$ cat src/pcsd_pkg.sv
// Shared types and constants of the percentile-calibrated streak detector.
// No dependencies; the files that use this package refer to it by scoped names.
`timescale 1ns / 1ps

package pcsd_pkg;

    localparam int RING_DEPTH_DEF = 128;
    localparam int COUNT_BITS_DEF = 16;
    localparam int TIME_BITS_DEF  = 32;

    localparam logic [1:0] MODE_DIS = 2'd0;
    localparam logic [1:0] MODE_CAL = 2'd1;
    localparam logic [1:0] MODE_ARM = 2'd2;

    localparam logic OP_WINDOW  = 1'b0;
    localparam logic OP_RESTART = 1'b1;

    localparam logic [2:0] REG_ENABLE       = 3'd0;
    localparam logic [2:0] REG_CALIB_TIME   = 3'd1;
    localparam logic [2:0] REG_GAIN         = 3'd2;
    localparam logic [2:0] REG_STREAK_NEED  = 3'd3;
    localparam logic [2:0] REG_DEAUTH_NEED  = 3'd4;
    localparam logic [2:0] REG_CLEAR_NEED   = 3'd5;
    localparam logic [2:0] REG_MIN_SAMPLES  = 3'd6;

    localparam logic [31:0] ONE_Q8   = 32'd256;
    localparam logic [7:0]  RUN_MAX  = 8'd255;
    // floor(x / 10) is approximated by (x * RECIP_TEN) >> RECIP_SHIFT, then corrected
    localparam logic [15:0] RECIP_TEN   = 16'd52429;
    localparam int          RECIP_SHIFT = 19;

    typedef struct packed {
        logic        enable;
        logic [31:0] calib_time_ms;
        logic [15:0] gain_q8;
        logic [7:0]  streak_need;
        logic [7:0]  deauth_streak_need;
        logic [7:0]  clear_need;
        logic [7:0]  min_samples;
    } cfg_t;

endpackage

$ cat src/pcsd_ram.sv
// Generic single-write, single-read RAM with registered read data.
// No dependencies.
`timescale 1ns / 1ps

module pcsd_ram #(
    parameter int WIDTH = 16,
    parameter int DEPTH = 128
) (
    input  logic                     clk,
    input  logic                     we,
    input  logic [$clog2(DEPTH)-1:0] waddr,
    input  logic [WIDTH-1:0]         wdata,
    input  logic [$clog2(DEPTH)-1:0] raddr,
    output logic [WIDTH-1:0]         rdata
);

    logic [WIDTH-1:0] mem [DEPTH];

    always_ff @(posedge clk)
    begin
        if (we)
        begin
            mem[waddr] <= wdata;
        end
        rdata <= mem[raddr];
    end

endmodule

$ cat src/pcsd_front.sv
// Front end: accepts input transfers and holds them in a two-entry queue.
// Depends on pcsd_pkg for the opcode codes.
`timescale 1ns / 1ps

module pcsd_front #(
    parameter int COUNT_BITS = pcsd_pkg::COUNT_BITS_DEF,
    parameter int TIME_BITS  = pcsd_pkg::TIME_BITS_DEF,
    localparam int ITEM_W    = 3 + TIME_BITS + COUNT_BITS
) (
    input  logic                  clk,
    input  logic                  rst_n,
    input  logic                  valid,
    output logic                  ready,
    input  logic                  opcode,
    input  logic [TIME_BITS-1:0]  now_ms,
    input  logic [COUNT_BITS-1:0] packet_count,
    input  logic                  deauth_seen,
    input  logic                  raw_alert,
    output logic                  q_valid,
    output logic [ITEM_W-1:0]     q_item,
    input  logic                  q_pop
);

    logic [ITEM_W-1:0] entry_reg [2];
    logic [1:0]        fill_reg;
    logic              wr_ptr_reg;
    logic              rd_ptr_reg;
    logic              push;
    logic              is_restart;

    // A restart carries no traffic, so its flags are dropped here.
    assign is_restart = (opcode == pcsd_pkg::OP_RESTART);
    assign ready      = (fill_reg != 2'd2);
    assign push       = valid && ready;
    assign q_valid    = (fill_reg != 2'd0);
    assign q_item     = entry_reg[rd_ptr_reg];

    always_ff @(posedge clk)
    begin
        if (push)
        begin
            entry_reg[wr_ptr_reg] <= {opcode, now_ms, packet_count,
                                      deauth_seen && !is_restart,
                                      raw_alert && !is_restart};
        end
    end

    always_ff @(posedge clk or negedge rst_n)
    begin
        if (!rst_n)
        begin
            fill_reg   <= 2'd0;
            wr_ptr_reg <= 1'b0;
            rd_ptr_reg <= 1'b0;
        end
        else
        begin
            if (push)
            begin
                wr_ptr_reg <= !wr_ptr_reg;
            end
            if (q_pop && q_valid)
            begin
                rd_ptr_reg <= !rd_ptr_reg;
            end
            if (push && !(q_pop && q_valid))
            begin
                fill_reg <= fill_reg + 2'd1;
            end
            else if (!push && q_pop && q_valid)
            begin
                fill_reg <= fill_reg - 2'd1;
            end
        end
    end

endmodule

$ cat src/pcsd_back.sv
// Back end: sample ring, rank selection, threshold and streak logic, result register.
// Depends on pcsd_pkg and pcsd_ram.
`timescale 1ns / 1ps

module pcsd_back #(
    parameter int RING_DEPTH = pcsd_pkg::RING_DEPTH_DEF,
    parameter int COUNT_BITS = pcsd_pkg::COUNT_BITS_DEF,
    parameter int TIME_BITS  = pcsd_pkg::TIME_BITS_DEF,
    localparam int ITEM_W    = 3 + TIME_BITS + COUNT_BITS
) (
    input  logic                  clk,
    input  logic                  rst_n,
    input  pcsd_pkg::cfg_t        cfg,
    input  logic                  q_valid,
    input  logic [ITEM_W-1:0]     q_item,
    output logic                  q_pop,
    output logic                  out_valid,
    input  logic                  out_ready,
    output logic                  alert,
    output logic [1:0]            mode,
    output logic [31:0]           threshold_q8,
    output logic [COUNT_BITS-1:0] p90_count
);

    localparam int PW = $clog2(RING_DEPTH);
    localparam int FW = $clog2(RING_DEPTH + 1);
    localparam int XW = FW + 4;
    localparam int KW = XW + 16;
    localparam int MW = COUNT_BITS + 16;
    localparam logic [FW-1:0] DEPTH_N = FW'(RING_DEPTH);
    localparam logic [PW-1:0] LAST_POS = PW'(RING_DEPTH - 1);

    typedef enum logic [3:0] {
        S_IDLE, S_EXEC, S_KMUL, S_KFIX, S_SCAN, S_BIT, S_MUL, S_THR, S_JUDGE, S_OUT
    } state_t;

    state_t                state_reg;
    logic                  op_reg;
    logic [TIME_BITS-1:0]  now_reg;
    logic [COUNT_BITS-1:0] cnt_reg;
    logic                  deauth_reg;
    logic                  raw_reg;

    logic [1:0]            mode_reg;
    logic [TIME_BITS-1:0]  start_reg;
    logic [PW-1:0]         pos_reg;
    logic [FW-1:0]         fill_reg;
    logic [COUNT_BITS-1:0] p90_reg;
    logic [31:0]           thr_reg;
    logic [7:0]            hit_reg;
    logic [7:0]            miss_reg;
    logic                  latch_reg;
    logic                  res_alert_reg;

    logic [FW-1:0]         n_reg;
    logic [KW-1:0]         kprod_reg;
    logic [FW-1:0]         k_reg;
    logic [FW-1:0]         issue_reg;
    logic                  pend_reg;
    logic [FW-1:0]         c_reg;
    logic [COUNT_BITS-1:0] sel_reg;
    logic [COUNT_BITS-1:0] mask_reg;
    logic [COUNT_BITS-1:0] prefix_reg;
    logic [MW-1:0]         prod_reg;

    logic                  out_valid_reg;
    logic                  alert_reg;
    logic [1:0]            mode_out_reg;
    logic [31:0]           thr_out_reg;
    logic [COUNT_BITS-1:0] p90_out_reg;

    logic                  ram_we;
    logic [COUNT_BITS-1:0] rdata;
    logic [TIME_BITS-1:0]  elapsed;
    logic [FW-1:0]         fill_next;
    logic                  arm_ok;
    logic [XW-1:0]         x_val;
    logic [XW-1:0]         q_val;
    logic [XW+3:0]         r_val;
    logic                  match;
    logic [COUNT_BITS-1:0] prefix_next;
    logic [63:0]           prod_ext;
    logic [31:0]           thr_next;
    logic [7:0]            need;
    logic                  cand;
    logic [7:0]            hit_next;
    logic [7:0]            miss_next;
    logic                  latch_next;

    assign ram_we = (state_reg == S_EXEC) && (op_reg == pcsd_pkg::OP_WINDOW) && cfg.enable
                    && (mode_reg == pcsd_pkg::MODE_CAL) && !deauth_reg;

    pcsd_ram #(
        .WIDTH (COUNT_BITS),
        .DEPTH (RING_DEPTH)
    ) u_ring (
        .clk   (clk),
        .we    (ram_we),
        .waddr (pos_reg),
        .wdata (cnt_reg),
        .raddr (issue_reg[PW-1:0]),
        .rdata (rdata)
    );

    assign q_pop        = (state_reg == S_IDLE) && q_valid;
    assign out_valid    = out_valid_reg;
    assign alert        = alert_reg;
    assign mode         = mode_out_reg;
    assign threshold_q8 = thr_out_reg;
    assign p90_count    = p90_out_reg;

    always_comb
    begin
        elapsed   = now_reg - start_reg;
        fill_next = (!deauth_reg && fill_reg < DEPTH_N) ? fill_reg + FW'(1) : fill_reg;
        arm_ok    = (64'(elapsed) >= 64'(cfg.calib_time_ms))
                    && (16'(fill_next) >= 16'(cfg.min_samples));
        // Rank index floor((n-1)*9/10) via a reciprocal with one correction step
        x_val     = XW'(n_reg - FW'(1)) * XW'(9);
        q_val     = XW'(kprod_reg >> pcsd_pkg::RECIP_SHIFT);
        r_val     = (XW+4)'(x_val) - (XW+4)'(q_val) * (XW+4)'(10);
        match     = (((rdata ^ prefix_reg) & mask_reg) == '0) && ((rdata & sel_reg) == '0);
        prefix_next = (k_reg < c_reg) ? prefix_reg : (prefix_reg | sel_reg);
        prod_ext  = 64'(prod_reg);
        if (prod_ext[63:32] != 32'd0)
        begin
            thr_next = 32'hFFFF_FFFF;
        end
        else if (prod_ext[31:0] < pcsd_pkg::ONE_Q8)
        begin
            thr_next = pcsd_pkg::ONE_Q8;
        end
        else
        begin
            thr_next = prod_ext[31:0];
        end
        need = deauth_reg ? cfg.deauth_streak_need : cfg.streak_need;
        if (need == 8'd0)
        begin
            need = 8'd1;
        end
        cand = raw_reg && (deauth_reg || (64'({cnt_reg, 8'd0}) > 64'(thr_reg)));
        hit_next   = 8'd0;
        miss_next  = 8'd0;
        latch_next = latch_reg;
        if (cand)
        begin
            hit_next = (hit_reg == pcsd_pkg::RUN_MAX) ? hit_reg : hit_reg + 8'd1;
            if (hit_next >= need)
            begin
                latch_next = 1'b1;
            end
        end
        else
        begin
            miss_next = (miss_reg == pcsd_pkg::RUN_MAX) ? miss_reg : miss_reg + 8'd1;
            if (miss_next >= cfg.clear_need)
            begin
                latch_next = 1'b0;
            end
        end
    end

    always_ff @(posedge clk)
    begin
        if (q_pop)
        begin
            {op_reg, now_reg, cnt_reg, deauth_reg, raw_reg} <= q_item;
        end
    end

    always_ff @(posedge clk or negedge rst_n)
    begin
        if (!rst_n)
        begin
            state_reg     <= S_IDLE;
            mode_reg      <= pcsd_pkg::MODE_DIS;
            start_reg     <= '0;
            pos_reg       <= '0;
            fill_reg      <= '0;
            p90_reg       <= '0;
            thr_reg       <= pcsd_pkg::ONE_Q8;
            hit_reg       <= '0;
            miss_reg      <= '0;
            latch_reg     <= 1'b0;
            res_alert_reg <= 1'b0;
            n_reg         <= '0;
            kprod_reg     <= '0;
            k_reg         <= '0;
            issue_reg     <= '0;
            pend_reg      <= 1'b0;
            c_reg         <= '0;
            sel_reg       <= '0;
            mask_reg      <= '0;
            prefix_reg    <= '0;
            prod_reg      <= '0;
            out_valid_reg <= 1'b0;
            alert_reg     <= 1'b0;
            mode_out_reg  <= pcsd_pkg::MODE_DIS;
            thr_out_reg   <= pcsd_pkg::ONE_Q8;
            p90_out_reg   <= '0;
        end
        else
        begin
            if (out_valid_reg && out_ready)
            begin
                out_valid_reg <= 1'b0;
            end
            case (state_reg)
                S_IDLE:
                begin
                    if (q_valid)
                    begin
                        state_reg <= S_EXEC;
                    end
                end
                S_EXEC:
                begin
                    res_alert_reg <= 1'b0;
                    state_reg     <= S_OUT;
                    if (op_reg == pcsd_pkg::OP_RESTART)
                    begin
                        latch_reg <= 1'b0;
                        if (!cfg.enable)
                        begin
                            mode_reg <= pcsd_pkg::MODE_DIS;
                        end
                        else
                        begin
                            pos_reg   <= '0;
                            fill_reg  <= '0;
                            p90_reg   <= '0;
                            thr_reg   <= pcsd_pkg::ONE_Q8;
                            hit_reg   <= '0;
                            miss_reg  <= '0;
                            start_reg <= now_reg;
                            mode_reg  <= pcsd_pkg::MODE_CAL;
                        end
                    end
                    else if (!cfg.enable || mode_reg == pcsd_pkg::MODE_DIS)
                    begin
                        res_alert_reg <= raw_reg;
                    end
                    else if (mode_reg == pcsd_pkg::MODE_CAL)
                    begin
                        if (!deauth_reg)
                        begin
                            pos_reg <= (pos_reg == LAST_POS) ? '0 : pos_reg + PW'(1);
                        end
                        fill_reg <= fill_next;
                        n_reg    <= fill_next;
                        if (arm_ok)
                        begin
                            state_reg <= S_KMUL;
                        end
                        else
                        begin
                            hit_reg   <= '0;
                            miss_reg  <= '0;
                            latch_reg <= 1'b0;
                        end
                    end
                    else
                    begin
                        state_reg <= S_JUDGE;
                    end
                end
                S_KMUL:
                begin
                    if (n_reg == '0)
                    begin
                        p90_reg   <= '0;
                        state_reg <= S_MUL;
                    end
                    else
                    begin
                        kprod_reg <= KW'(x_val) * KW'(pcsd_pkg::RECIP_TEN);
                        state_reg <= S_KFIX;
                    end
                end
                S_KFIX:
                begin
                    k_reg      <= (r_val >= (XW+4)'(10)) ? FW'(q_val + XW'(1)) : FW'(q_val);
                    sel_reg    <= {1'b1, {(COUNT_BITS-1){1'b0}}};
                    mask_reg   <= '0;
                    prefix_reg <= '0;
                    c_reg      <= '0;
                    issue_reg  <= '0;
                    pend_reg   <= 1'b0;
                    state_reg  <= S_SCAN;
                end
                S_SCAN:
                begin
                    // One ring read per cycle; data is counted in the cycle after its address.
                    if (issue_reg < n_reg)
                    begin
                        issue_reg <= issue_reg + FW'(1);
                        pend_reg  <= 1'b1;
                    end
                    else
                    begin
                        pend_reg <= 1'b0;
                    end
                    if (pend_reg && match)
                    begin
                        c_reg <= c_reg + FW'(1);
                    end
                    if (issue_reg == n_reg && !pend_reg)
                    begin
                        state_reg <= S_BIT;
                    end
                end
                S_BIT:
                begin
                    // Elements that match the current prefix with a zero here rank first.
                    if (!(k_reg < c_reg))
                    begin
                        k_reg <= k_reg - c_reg;
                    end
                    prefix_reg <= prefix_next;
                    if (sel_reg[0])
                    begin
                        p90_reg   <= prefix_next;
                        state_reg <= S_MUL;
                    end
                    else
                    begin
                        mask_reg  <= mask_reg | sel_reg;
                        sel_reg   <= sel_reg >> 1;
                        c_reg     <= '0;
                        issue_reg <= '0;
                        pend_reg  <= 1'b0;
                        state_reg <= S_SCAN;
                    end
                end
                S_MUL:
                begin
                    prod_reg  <= MW'(cfg.gain_q8) * MW'(p90_reg);
                    state_reg <= S_THR;
                end
                S_THR:
                begin
                    thr_reg   <= thr_next;
                    mode_reg  <= pcsd_pkg::MODE_ARM;
                    hit_reg   <= '0;
                    miss_reg  <= '0;
                    latch_reg <= 1'b0;
                    state_reg <= S_JUDGE;
                end
                S_JUDGE:
                begin
                    hit_reg       <= hit_next;
                    miss_reg      <= miss_next;
                    latch_reg     <= latch_next;
                    res_alert_reg <= latch_next;
                    state_reg     <= S_OUT;
                end
                S_OUT:
                begin
                    if (!out_valid_reg || out_ready)
                    begin
                        out_valid_reg <= 1'b1;
                        alert_reg     <= res_alert_reg;
                        mode_out_reg  <= cfg.enable ? mode_reg : pcsd_pkg::MODE_DIS;
                        thr_out_reg   <= thr_reg;
                        p90_out_reg   <= p90_reg;
                        state_reg     <= S_IDLE;
                    end
                end
                default:
                begin
                    state_reg <= S_IDLE;
                end
            endcase
        end
    end

endmodule

$ cat src/percentile_calibrated_streak_detector.sv
// Top level of the percentile-calibrated streak detector: configuration registers, front and back end.
// Depends on pcsd_pkg, pcsd_front and pcsd_back.
`timescale 1ns / 1ps

// An ordinary traffic window or restart passes from the input queue through the execute
// state, and for an armed window also the judge state, to the output state, which writes
// the result register, waiting there while an earlier result is held and not taken.
// The back end pops the next item only from idle, after that write, so it never takes a
// new item before it is through with the last. The front queue of two entries takes new
// transfers meanwhile. The arming window runs a bitwise rank selection over the n stored
// counts through the single read port of the sample ring, scanning it once per count bit.
// Configuration may be written only while the block is idle.
module percentile_calibrated_streak_detector #(
    parameter int RING_DEPTH = pcsd_pkg::RING_DEPTH_DEF,
    parameter int COUNT_BITS = pcsd_pkg::COUNT_BITS_DEF,
    parameter int TIME_BITS  = pcsd_pkg::TIME_BITS_DEF
) (
    input  logic                  clk,
    input  logic                  rst_n,
    input  logic                  psel,
    input  logic                  penable,
    input  logic                  pwrite,
    input  logic [4:0]            paddr,
    input  logic [31:0]           pwdata,
    output logic [31:0]           prdata,
    output logic                  pready,
    input  logic                  in_valid,
    output logic                  in_ready,
    input  logic                  opcode,
    input  logic [TIME_BITS-1:0]  now_ms,
    input  logic [COUNT_BITS-1:0] packet_count,
    input  logic                  deauth_seen,
    input  logic                  raw_alert,
    output logic                  out_valid,
    input  logic                  out_ready,
    output logic                  alert,
    output logic [1:0]            mode,
    output logic [31:0]           threshold_q8,
    output logic [COUNT_BITS-1:0] p90_count
);

    localparam int ITEM_W = 3 + TIME_BITS + COUNT_BITS;

    pcsd_pkg::cfg_t    cfg_reg;
    logic              wr_en;
    logic [2:0]        reg_idx;
    logic              q_valid;
    logic [ITEM_W-1:0] q_item;
    logic              q_pop;

    assign pready  = 1'b1;
    assign wr_en   = psel && penable && pwrite;
    assign reg_idx = paddr[4:2];

    always_ff @(posedge clk or negedge rst_n)
    begin
        if (!rst_n)
        begin
            cfg_reg.enable             <= 1'b1;
            cfg_reg.calib_time_ms      <= 32'd45000;
            cfg_reg.gain_q8            <= 16'd512;
            cfg_reg.streak_need        <= 8'd3;
            cfg_reg.deauth_streak_need <= 8'd1;
            cfg_reg.clear_need         <= 8'd2;
            cfg_reg.min_samples        <= 8'd32;
        end
        else if (wr_en)
        begin
            case (reg_idx)
                pcsd_pkg::REG_ENABLE:      cfg_reg.enable             <= pwdata[0];
                pcsd_pkg::REG_CALIB_TIME:  cfg_reg.calib_time_ms      <= pwdata;
                pcsd_pkg::REG_GAIN:        cfg_reg.gain_q8            <= pwdata[15:0];
                pcsd_pkg::REG_STREAK_NEED: cfg_reg.streak_need        <= pwdata[7:0];
                pcsd_pkg::REG_DEAUTH_NEED: cfg_reg.deauth_streak_need <= pwdata[7:0];
                pcsd_pkg::REG_CLEAR_NEED:  cfg_reg.clear_need         <= pwdata[7:0];
                pcsd_pkg::REG_MIN_SAMPLES: cfg_reg.min_samples        <= pwdata[7:0];
                default:
                begin
                end
            endcase
        end
    end

    always_comb
    begin
        case (reg_idx)
            pcsd_pkg::REG_ENABLE:      prdata = {31'd0, cfg_reg.enable};
            pcsd_pkg::REG_CALIB_TIME:  prdata = cfg_reg.calib_time_ms;
            pcsd_pkg::REG_GAIN:        prdata = {16'd0, cfg_reg.gain_q8};
            pcsd_pkg::REG_STREAK_NEED: prdata = {24'd0, cfg_reg.streak_need};
            pcsd_pkg::REG_DEAUTH_NEED: prdata = {24'd0, cfg_reg.deauth_streak_need};
            pcsd_pkg::REG_CLEAR_NEED:  prdata = {24'd0, cfg_reg.clear_need};
            pcsd_pkg::REG_MIN_SAMPLES: prdata = {24'd0, cfg_reg.min_samples};
            default:                   prdata = 32'd0;
        endcase
    end

    pcsd_front #(
        .COUNT_BITS (COUNT_BITS),
        .TIME_BITS  (TIME_BITS)
    ) u_front (
        .clk          (clk),
        .rst_n        (rst_n),
        .valid        (in_valid),
        .ready        (in_ready),
        .opcode       (opcode),
        .now_ms       (now_ms),
        .packet_count (packet_count),
        .deauth_seen  (deauth_seen),
        .raw_alert    (raw_alert),
        .q_valid      (q_valid),
        .q_item       (q_item),
        .q_pop        (q_pop)
    );

    pcsd_back #(
        .RING_DEPTH (RING_DEPTH),
        .COUNT_BITS (COUNT_BITS),
        .TIME_BITS  (TIME_BITS)
    ) u_back (
        .clk          (clk),
        .rst_n        (rst_n),
        .cfg          (cfg_reg),
        .q_valid      (q_valid),
        .q_item       (q_item),
        .q_pop        (q_pop),
        .out_valid    (out_valid),
        .out_ready    (out_ready),
        .alert        (alert),
        .mode         (mode),
        .threshold_q8 (threshold_q8),
        .p90_count    (p90_count)
    );

endmodule
$ cat config.mk
export PLATFORM = sky130hd
export DESIGN_NAME = percentile_calibrated_streak_detector
export DESIGN_NICKNAME = d
export VERILOG_FILES = /design/src/pcsd_pkg.sv /design/src/pcsd_ram.sv /design/src/pcsd_front.sv /design/src/pcsd_back.sv /design/src/percentile_calibrated_streak_detector.sv
export SDC_FILE = /design/constraint.sdc
export NUM_CORES = 2
export LEC_CHECK = 0
export BUFFER_PORTS_ARGS = -buffer_cell sky130_fd_sc_hd__buf_4
export CAP_MARGIN = 5
export CORE_MARGIN = 5
export CORE_UTILIZATION = 30
export DETAILED_ROUTE_END_ITERATION = 7
export PLACE_DENSITY = 0.47
export SYNTH_ARGS = -nofsm -noshare
export SYNTH_HDL_FRONTEND = slang
export SYNTH_HIERARCHICAL = 1
export SYNTH_SLANG_ARGS = --single-unit
$ cat constraint.sdc
create_clock -name clk -period 11 [get_ports clk]
set_input_delay 0 -clock clk [delete_from_list [all_inputs] [get_ports clk]]
set_output_delay 0 -clock clk [all_outputs]
set_load 0.01 [all_outputs]
==> results.py <==
metrics = {
    "timing": {
        "period_needed_ns": 8.56,
        "maxSlewViolCount": 0,
        "clock_skew_ns": 0.0759,
        "max_freq_mhz": 117,
        "hold_violations": 0,
        "rsz0062_at_grt": "no",
        "tns_ns": 0,
        "tightest_slew_ns": 1.16,
        "slew-limit-headroom_pct": 20.8,
        "period_share_pct": 77.8,
        "setup_viol": 0,
    },
    "logic_synthesis": {
        "synth.distinct_cells": 101,
        "synth_compound_area_share_pct": 3.64,
        "synthFlopType": "edfxtp_1",
        "synth_xor_area_share_pct": 1.01,
        "synth-seq-area-share_pct": 65.1,
        "ys_ff_latch": 2595,
        "synth_area_leader_cell": "edfxtp_1",
        "synth.avg_cell_area_um2": 17.3,
        "async_flop_share_pct": 14.6,
        "yosys.area_share.adder_pct": 7.83,
        "yosysWarningCount": 6,
        "synth_top_family_by_area": "multiplexers",
        "synth_area_mm2": 0.117,
        "synth_fp_nets": 7407,
        "synth_area_leaders": "edfxtp_1 57%, mux4_2 13%, dfrtp_1 7.7%",
        "yosys.area.top_type_share_pct": 56.7,
        "synthSimpleGateAreaFrac_pct": 4.56,
        "muxShareOfSynthArea_pct": 15.2,
        "syn_inst": 6728,
        "synth_edf_count": 2201,
    },
    "setup_path": {
        "start_kind": "flip-flop",
        "arrival_ns": 9.26,
        "required_ns": 11.70,
        "reg2reg_to": "u_back/kprod_reg[26]",
        "r2r_start": "u_back/n_reg[0]",
        "slowest_stage": "fa_1",
        "regToRegSetupSlack_ns": 2.44,
        "end_kind": "flip-flop",
        "cp_common_cell": "inv_1",
        "cp_slowest_stage_delay_ns": 0.55,
        "crit_family": "adder cells",
        "crit_buf_inv": 7,
        "worst-setup-path-type": "reg -> reg",
        "worst_r2r_path_depth": 28,
        "cp_max_fo": 9,
    },
    "route": {
        "wl_mm": 320,
        "drtPass1Iterations": 6,
        "drt-initial-drc-count": 4727,
        "vias": 62348,
        "drc": 0,
        "post_drt_wl_per_cell_um": 25.1,
        "viasPerCell": 4.89,
        "ant_nets": 0,
    },
    "place": {
        "gp_congestion": 0.807,
        "detailed_place_hpwl_mm": 203,
        "io_buffers": 177,
        "dpl_cell_area_mm2": 0.125,
    },
    "floorplan": {
        "dieHeight_um": 633,
        "pin_count": 181,
        "row_count": 228,
        "initial_core_util_pct": 30.2,
        "core_area_mm2": 0.386,
        "die-area_mm2": 0.401,
        "die-width_um": 633,
    },
    "worst_hold_path": {
        "whs_path_depth": 3,
        "hp-start": "pwdata[6]",
        "hold_path_end": "cfg_reg[22]",
        "worstHoldPathType": "in -> reg",
    },
    "layout": {
        "nets": 8007,
        "multi_input_area_mm2": 0.0378,
        "seqCellArea_mm2": 0.0759,
        "n_fill_cell": 36384,
        "drive_gt1_share_pct": 24.2,
        "design_area_mm2": 0.137,
        "final_util_pct": 35.4,
        "largest_register_ffs": 2048,
        "syn2layout_area_growth_pct": 17.3,
    },
    "clocking": {
        "cts_buffers": 295,
        "clk_pin_slew_ns": 0.06,
        "cts-root-buf": "clkbuf_16",
        "cts.sinks": 2595,
        "htreeDepth": 5,
        "cts_setup_buffers": 0,
        "cts_tree": "done",
        "clock_path_buffers": 4,
        "worstSkewPairLatency_ns": 0.91,
    },
    "global_routing": {
        "antenna_found_initial": 15,
        "grt_start_max_net_pins": 148,
        "grt_pass1_wl_mm": 467,
        "grt_pass1_vias": 65417,
        "grt_usage_pct": 15.8,
        "overflow": 0,
    },
    "run_status": {
        "status": "complete, no violations",
    },
    "flow_run": {
        "cap_violations": 0,
    },
}
cell usage after synthesis (38+ instances only):
cell         n
a21o_1      73
xor2_1      52
nor2b_1     47
mux2_4      57
clkbuf_1   180
xnor2_1     78
nor3_1      38
mux2_2     137
mux4_2     672
a22o_1      52
dfrtp_1    360
ha_1       343
nor2_1     271
a21oi_1    162
o21ai_0    172
buf_2       60
inv_1      465
edfxtp_1  2201
nand2_1    399
fa_1       241
and2_1     135
nand3_1     78
worst max-delay path by stage:
stage	start	slack, ns	to	depth (start not counted)
final	u_back/n_reg[0]	2.44	u_back/kprod_reg[26]	28
after global routing	u_back/n_reg[0]	1.69	u_back/kprod_reg[26]	28
after CTS	u_back/n_reg[0]	2.29	u_back/kprod_reg[26]	28
after detailed placement	u_back/n_reg[0]	2.35	u_back/kprod_reg[26]	28
after global placement	u_back/n_reg[0]	2.40	u_back/kprod_reg[26]	31
after floorplan	u_back/n_reg[0]	3.72	u_back/kprod_reg[26]	31
per-stage QoR:
stage / setup WS (ns) / hold slack [ns] / std cells
detailed placement: 2.35 / 0.106 / 12024
global placement: 2.40 / 0.100 / 12024
CTS: 2.29 / 0.00247 / 12741
global route: 1.69 / 0.0187 / 12743
finish: 2.44 / 0.0739 / 12749
floorplan: 3.72 / -0.296 / 6728
metal layers:
metal	routed length (µm)	GRT usage [%]	up-vias
met1	145000	22.2	33478
met5	0	0	-
met2	153000	25.9	1401
met4	7870	3.78	0
li1	-	-	27098
met3	14300	2.10	371
tightest hold or removal path, stage by stage:
cell and delay (ns):
dlygate4sd3_1 0.56, buf_4 0.17, mux2_4 0.15
placed cells by master, fill, tap and decap left out, types with 135 or more instances in the layout:
master | netlist | final
edfxtp_1 | 2201 | 2201
mux4_2 | 672 | 672
inv_1 | 465 | 465
nand2_1 | 399 | 399
buf_4 | 6 | 399
dfrtp_1 | 360 | 353
ha_1 | 343 | 343
clkbuf_16 | 0 | 304
fa_1 | 241 | 241
nor2_1 | 271 | 224
dlygate4sd3_1 | 0 | 181
o21ai_0 | 172 | 172
a21oi_1 | 162 | 161
mux2_2 | 137 | 137
and2_1 | 135 | 135
cells by family after synthesis:
logic type,Yosys count
adder cells (fa/ha/maj),585
other,1
buffers and inverters,752
flip-flops,2595
multiplexers,887
AO/OA/AOI/OAI,651
AND/OR/NAND/NOR,1125
XOR/XNOR,132
repair_timing:
item,4_1_cts,5_1_grt
gates resized for setup,0,0
hold buffers,182,0
hold endpoints to repair,326,0
layout make-up:
cell class / instances / area share, %
inverter: 465 / 1.28
clock inverter: 157 / 1.19
timing repair buffer: 590 / 3.66
antenna: 8 / 0.0146
clock buffer: 378 / 5.91
sequential: 2595 / 55.5
tap: 5175 / 4.74
multi-input combinational: 3381 / 27.7
Power is not shown: default switching activity piles up to over one toggle a cycle in this logic, so the estimate is an artifact.
